### config.mk
export PLATFORM = sky130hd
export DESIGN_NAME = tkp_ctrl
export DESIGN_NICKNAME = d
export VERILOG_FILES = /design/src/rtl/tkp_pkg.sv /design/src/rtl/tkp_ctrl.sv
export SDC_FILE = /design/constraint.sdc
export NUM_CORES = 1
export LEC_CHECK = 0
export BUFFER_PORTS_ARGS = -buffer_cell sky130_fd_sc_hd__clkbuf_2
export CORE_AREA = 2 2 39 41
export CTS_BUF_LIST = sky130_fd_sc_hd__clkbuf_8
export CTS_CLUSTER_DIAMETER = 80
export DETAILED_ROUTE_END_ITERATION = 6
export DIE_AREA = 0 0 41 43
export SETUP_SLACK_MARGIN = 0.3
export SYNTH_ARGS = -nofsm -noshare
export SYNTH_HDL_FRONTEND = slang
export SYNTH_SLANG_ARGS = --single-unit
### constraint.sdc
create_clock -name clk -period 1.1 [get_ports clk]
set_input_delay 0.11 -clock clk [delete_from_list [all_inputs] [get_ports clk]]
set_output_delay 0.11 -clock clk [all_outputs]
set_load 0.01 [all_outputs]
### src/rtl/tkp_pkg.sv
// shared types, constants and helpers for the top-k / top-p token sampler
// no dependencies
package tkp_pkg;

    localparam int VOCAB_MAX_DEF      = 32768;
    localparam int WINDOW_DEF         = 64;
    localparam int TOPK_MAX_DEF       = 64;
    localparam int EXP_TABLE_SIZE_DEF = 1024;

    localparam int CFG_IDX_W  = 3;
    localparam int CFG_DATA_W = 17;

    // opcodes of an input word
    localparam logic OP_RECENT = 1'b0;
    localparam logic OP_LOGIT  = 1'b1;

    // register indexes
    localparam logic [CFG_IDX_W-1:0] REG_KEEP_COUNT   = 3'd0;
    localparam logic [CFG_IDX_W-1:0] REG_MASS_CUTOFF  = 3'd1;
    localparam logic [CFG_IDX_W-1:0] REG_INV_TEMP     = 3'd2;
    localparam logic [CFG_IDX_W-1:0] REG_PENALTY      = 3'd3;
    localparam logic [CFG_IDX_W-1:0] REG_PENALTY_RECP = 3'd4;

    localparam logic [6:0]  KEEP_COUNT_RST   = 7'd40;
    localparam logic [16:0] MASS_CUTOFF_RST  = 17'd62259;
    localparam logic [15:0] INV_TEMP_RST     = 16'd4096;
    localparam logic [15:0] PENALTY_RST      = 16'd4096;
    localparam logic [15:0] PENALTY_RECP_RST = 16'd4096;

    typedef struct packed {
        logic               opcode;
        logic [14:0]        token_value;
        logic signed [23:0] score;
        logic               final_logit;
        logic [15:0]        uniform_draw;
    } req_t;

    typedef struct packed {
        logic [14:0] chosen_token;
        logic [6:0]  candidates_kept;
        logic        status;
    } rsp_t;

    typedef struct packed {
        logic accept;
        logic scale;
        logic pen;
        logic ins;
        logic w_fetch;
        logic w_rom;
        logic w_acc;
        logic c_start;
        logic c_rd;
        logic c_acc;
        logic d_start;
        logic d_rd;
        logic d_acc;
        logic id_rd;
        logic emit;
    } cmd_t;

    typedef struct packed {
        logic is_final;
        logic w_last;
        logic no_cut;
        logic cut_hit;
        logic draw_hit;
        logic draw_last;
        logic out_free;
        logic fill_empty;
    } sts_t;

    // q8.16 times q4.12 product, round half up, saturate to 24 bits
    function automatic logic signed [23:0] rnd_sat(input logic signed [40:0] p);
        logic signed [40:0] t;
        t = (p + 41'sd2048) >>> 12;
        if (t > 41'sd8388607) begin
            return 24'sh7FFFFF;
        end
        if (t < -41'sd8388608) begin
            return 24'sh800000;
        end
        return t[23:0];
    endfunction

endpackage

### src/rtl/tkp_ctrl.sv
// sequencer of the token sampler: insert, weight, cut and draw passes
// depends on tkp_pkg
module tkp_ctrl (
    input  logic          clk,
    input  logic          rst_n,
    input  logic          req_valid,
    input  logic          req_opcode,
    input  tkp_pkg::sts_t sts,
    output tkp_pkg::cmd_t cmd,
    output logic          busy
);
    import tkp_pkg::*;

    typedef enum logic [3:0] {
        ST_IDLE, ST_SCALE, ST_PEN, ST_INS,
        ST_WFETCH, ST_WROM, ST_WACC,
        ST_CSTART, ST_CRD, ST_CACC,
        ST_DSTART, ST_DRD, ST_DACC,
        ST_IDRD, ST_EMIT
    } state_t;

    state_t state_reg, state_next;

    always_comb
    begin
        cmd        = '0;
        state_next = state_reg;
        unique case (state_reg)
            ST_IDLE:
            begin
                cmd.accept = req_valid;
                if (req_valid && req_opcode == OP_LOGIT)
                begin
                    state_next = ST_SCALE;
                end
            end
            ST_SCALE:
            begin
                cmd.scale  = 1'b1;
                state_next = ST_PEN;
            end
            ST_PEN:
            begin
                cmd.pen    = 1'b1;
                state_next = ST_INS;
            end
            ST_INS:
            begin
                cmd.ins    = 1'b1;
                state_next = sts.is_final ? ST_WFETCH : ST_IDLE;
            end
            ST_WFETCH:
            begin
                cmd.w_fetch = 1'b1;
                state_next  = ST_WROM;
            end
            ST_WROM:
            begin
                cmd.w_rom  = 1'b1;
                state_next = ST_WACC;
            end
            ST_WACC:
            begin
                cmd.w_acc  = 1'b1;
                state_next = sts.w_last ? ST_CSTART : ST_WFETCH;
            end
            ST_CSTART:
            begin
                cmd.c_start = 1'b1;
                state_next  = sts.no_cut ? ST_DSTART : ST_CRD;
            end
            ST_CRD:
            begin
                cmd.c_rd   = 1'b1;
                state_next = ST_CACC;
            end
            ST_CACC:
            begin
                cmd.c_acc  = 1'b1;
                state_next = sts.cut_hit ? ST_DSTART : ST_CRD;
            end
            ST_DSTART:
            begin
                cmd.d_start = 1'b1;
                state_next  = ST_DRD;
            end
            ST_DRD:
            begin
                cmd.d_rd   = 1'b1;
                state_next = ST_DACC;
            end
            ST_DACC:
            begin
                cmd.d_acc  = 1'b1;
                state_next = (sts.draw_hit || sts.draw_last) ? ST_IDRD : ST_DRD;
            end
            ST_IDRD:
            begin
                cmd.id_rd  = 1'b1;
                state_next = ST_EMIT;
            end
            ST_EMIT:
            begin
                cmd.emit = sts.out_free;
                if (sts.out_free)
                begin
                    state_next = ST_IDLE;
                end
            end
            default:
            begin
                state_next = ST_IDLE;
            end
        endcase
    end

    always_ff @(posedge clk or negedge rst_n)
    begin
        if (!rst_n)
        begin
            state_reg <= ST_IDLE;
        end
        else
        begin
            state_reg <= state_next;
        end
    end

    assign busy = (state_reg != ST_IDLE);

endmodule

==> qor.yml <==
run_status:
  status: "finished with violations"
  violations: "negative setup slack"
detailed_routing:
  first_iter_violations: 8
  routed_wl_um: 1950
  vias: 607
  drc: 0
  wl_per_cell_um: 16.4
  vias_per_cell: 5.10
  antenna_left: 0
  first_pass_iters: 4
clocking:
  clk_root_buffer_cell: "clkbuf_8"
  cts_tree: "done"
  numClockSinks: 4
  clk_pin_slew_ns: 0.04
  clockBufferDepth: 2
  clkLatencyLatePin_ns: 0.22
  h-tree-depth: 1
  cts_inserted_buffers: 3
synthesis:
  synth_area_per_cell_um2: 7.48
  yosysTopAreaCellShare: 0.243
  syn-cell-area_um2: 412
  synth_top_cell_by_area: "dfrtp_1"
  synth_top_family_by_area: "simple AND/OR/NAND/NOR gates"
  synth_xor_area_frac: 0.0213
  synthAdderAreaFrac: 0
  ys_seq_area_frac: 0.243
  ys_seq_elements: 4
  synth_nets: 67
  synthTopCellsByArea: "dfrtp_1 24%, nand2b_1 12%, nor2_1 9.1%"
  synthCells: 55
  ys_types: 23
  synth_compound_area_frac: 0.207
  synth-simple-area-share: 0.429
  synthMuxAreaShare: 0
  yosysWarnings: 0
layout:
  nets: 116
  seq_area_um2: 105
  final_common_cell: "buf_6"
  largest_reg_flops: 4
  mostFrequentLayoutCells: "17 x buf_6, 12 x clkbuf_2, 11 x buf_2, 7 x buf_4"
  area_growth_pct: 147
  multi_input_area_um2: 452
  fin_cells: 119
  fill_cells: 106
  antennaDiodeCount: 0
  drive_gt1_frac: 0.796
global_routing:
  grt_max_degree: 8
  gr-total-overflow: 0
  antenna_found_initial: 0
  grt_pass1_vias: 620
  grt_pass1_wl_um: 2710
  grt_usage: 0.229
placement:
  routabilityCongestion: 0.718
  place_ws_ns: -0.225
  dp_hpwl_um: 986
  port_buffers: 26
  dpl.cell_count: 102
power:
  power.total_uw: 3110
  power_density_nw_per_um2: 3070
  peakVddDrop_uv: 1570
  switchingPower_uw: 1390
  switching_share: 0.446
  p_seq_frac: 0.119
  p_clk_frac: 0.103
  combPwrFrac: 0.778
  intPower_uw: 1720
  leakage_uw: 0.000474
sta:
  rsz0062_at_grt: "yes"
  fin_crit_ns: 1.36
  worst_pin_slew_ns: 0.265
  setup_viol: 19
  relSlewSlack: 0.824
  slew_viol_final: 0
  fin_ws_ns: -0.260
  tns_ns: -3.49
  hold_viol: 0
  fin_crit_sh: 1.24
  max_freq_mhz: 736
  finClkSkew_ns: 0.00446
die:
  coreArea_um2: 1380
  ios: 28
  start_util: 0.297
  rows: 14
  fp.dieH_um: 43
  die_w_um: 41
  die_area_um2: 1760
worst_setup_path:
  crit_fanout: 6
  cp.arrival_ns: 1.45
  critPathRequiredTime_ns: 1.19
  worstSetupEndpointType: "flip-flop"
  path_class: "flip-flop to flip-flop"
  cp-start-kind: "flip-flop"
min_path:
  hp-class: "input pin to flip-flop"
job:
  drv_cap: 0
-- what timing repair did --
item,4_1_cts,5_1_grt
pin swaps,10,5
endpoints found under the setup margin,20,20
setup buffers,11,1
hold buffers,1,0
hold endpoints to repair,4,0
resized for setup,24,38
-- layer usage --
layer / share of wire / vias up / wire (µm) / global-route usage
met2: 0.57 / 19 / 1100 / 0.341
met3: 0.031 / 4 / 61 / 0.0524
li1: - / 294 / - / -
met5: 0 / - / 0 / 0
met4: 0.019 / 0 / 37 / 0.120
met1: 0.38 / 290 / 745 / 0.295
-- synth_stat cells --
master / count
nor3_1: 7
nor3b_1: 1
buf_6: 2
o21ai_0: 1
a2111oi_0: 1
nand2_1: 3
xor2_1: 1
dfrtp_1: 4
a21oi_1: 1
buf_2: 3
a221o_1: 1
o211ai_1: 1
and3_1: 2
o221ai_1: 1
a21o_1: 2
a311oi_1: 1
o31ai_1: 1
and4b_1: 1
inv_1: 1
nand2b_1: 8
and4bb_2: 1
o2bb2ai_1: 1
nor2_1: 10
-- layout make-up --
type                    instances  area share
repair buffers                 49       0.383
flip-flops and latches          4       0.104
clock inverters                 1     0.00370
inverters                       1     0.00370
clock buffers                   3      0.0407
multi-input cells              45       0.445
well taps                      16      0.0197
-- critical path: stages (launching register included) --
cell,delay (ns)
dfrtp_2,0.47
buf_6,0.14
xor2_1,0.15
o2bb2ai_1,0.15
a221o_1,0.32
-- stage by stage --
stage               hold slack [ns]  utilization  cell area (µm²)
floorplan                    -0.186            -              487
global placement            -0.0819        0.486              672
detailed placement          -0.0816        0.486              672
CTS                           0.218        0.642              888
global route                  0.243        0.733             1010
finish                        0.226        0.733             1010
-- power by group through the flow --
stage | sequential (µW) | combinational [µW] | clock, µW
2_1_floorplan | 308 | 1020 | 0
3_3_place_gp | 418 | 1310 | 0
3_5_place_dp | 420 | 1340 | 0
4_1_cts | 333 | 1970 | 326
5_1_grt | 373 | 2560 | 343
6_report | 370 | 2420 | 320
-- cell families (layout without fill, tap and decap cells) --
logic type             Yosys count  count (layout)
AO/OA/AOI/OAI                   11              11
XOR/XNOR                         1               1
buffers and inverters            6              54
flip-flops                       4               4
AND/OR/NAND/NOR                 33              33
-- worst paths after layout --
path                                 to  slack, ns  cells past startpoint         start
min                        state_reg[0]       0.23                      3        sts[6]
min in group asynchronous  state_reg[3]       0.24                      2         rst_n
max                        state_reg[2]      -0.26                      4  state_reg[2]
min reg2reg                state_reg[0]       0.67                      2  state_reg[0]
max reg2reg                state_reg[2]      -0.26                      4  state_reg[2]
max in group asynchronous  state_reg[1]       0.72                      2         rst_n
Note: power is estimated with default switching activity, not from simulation.
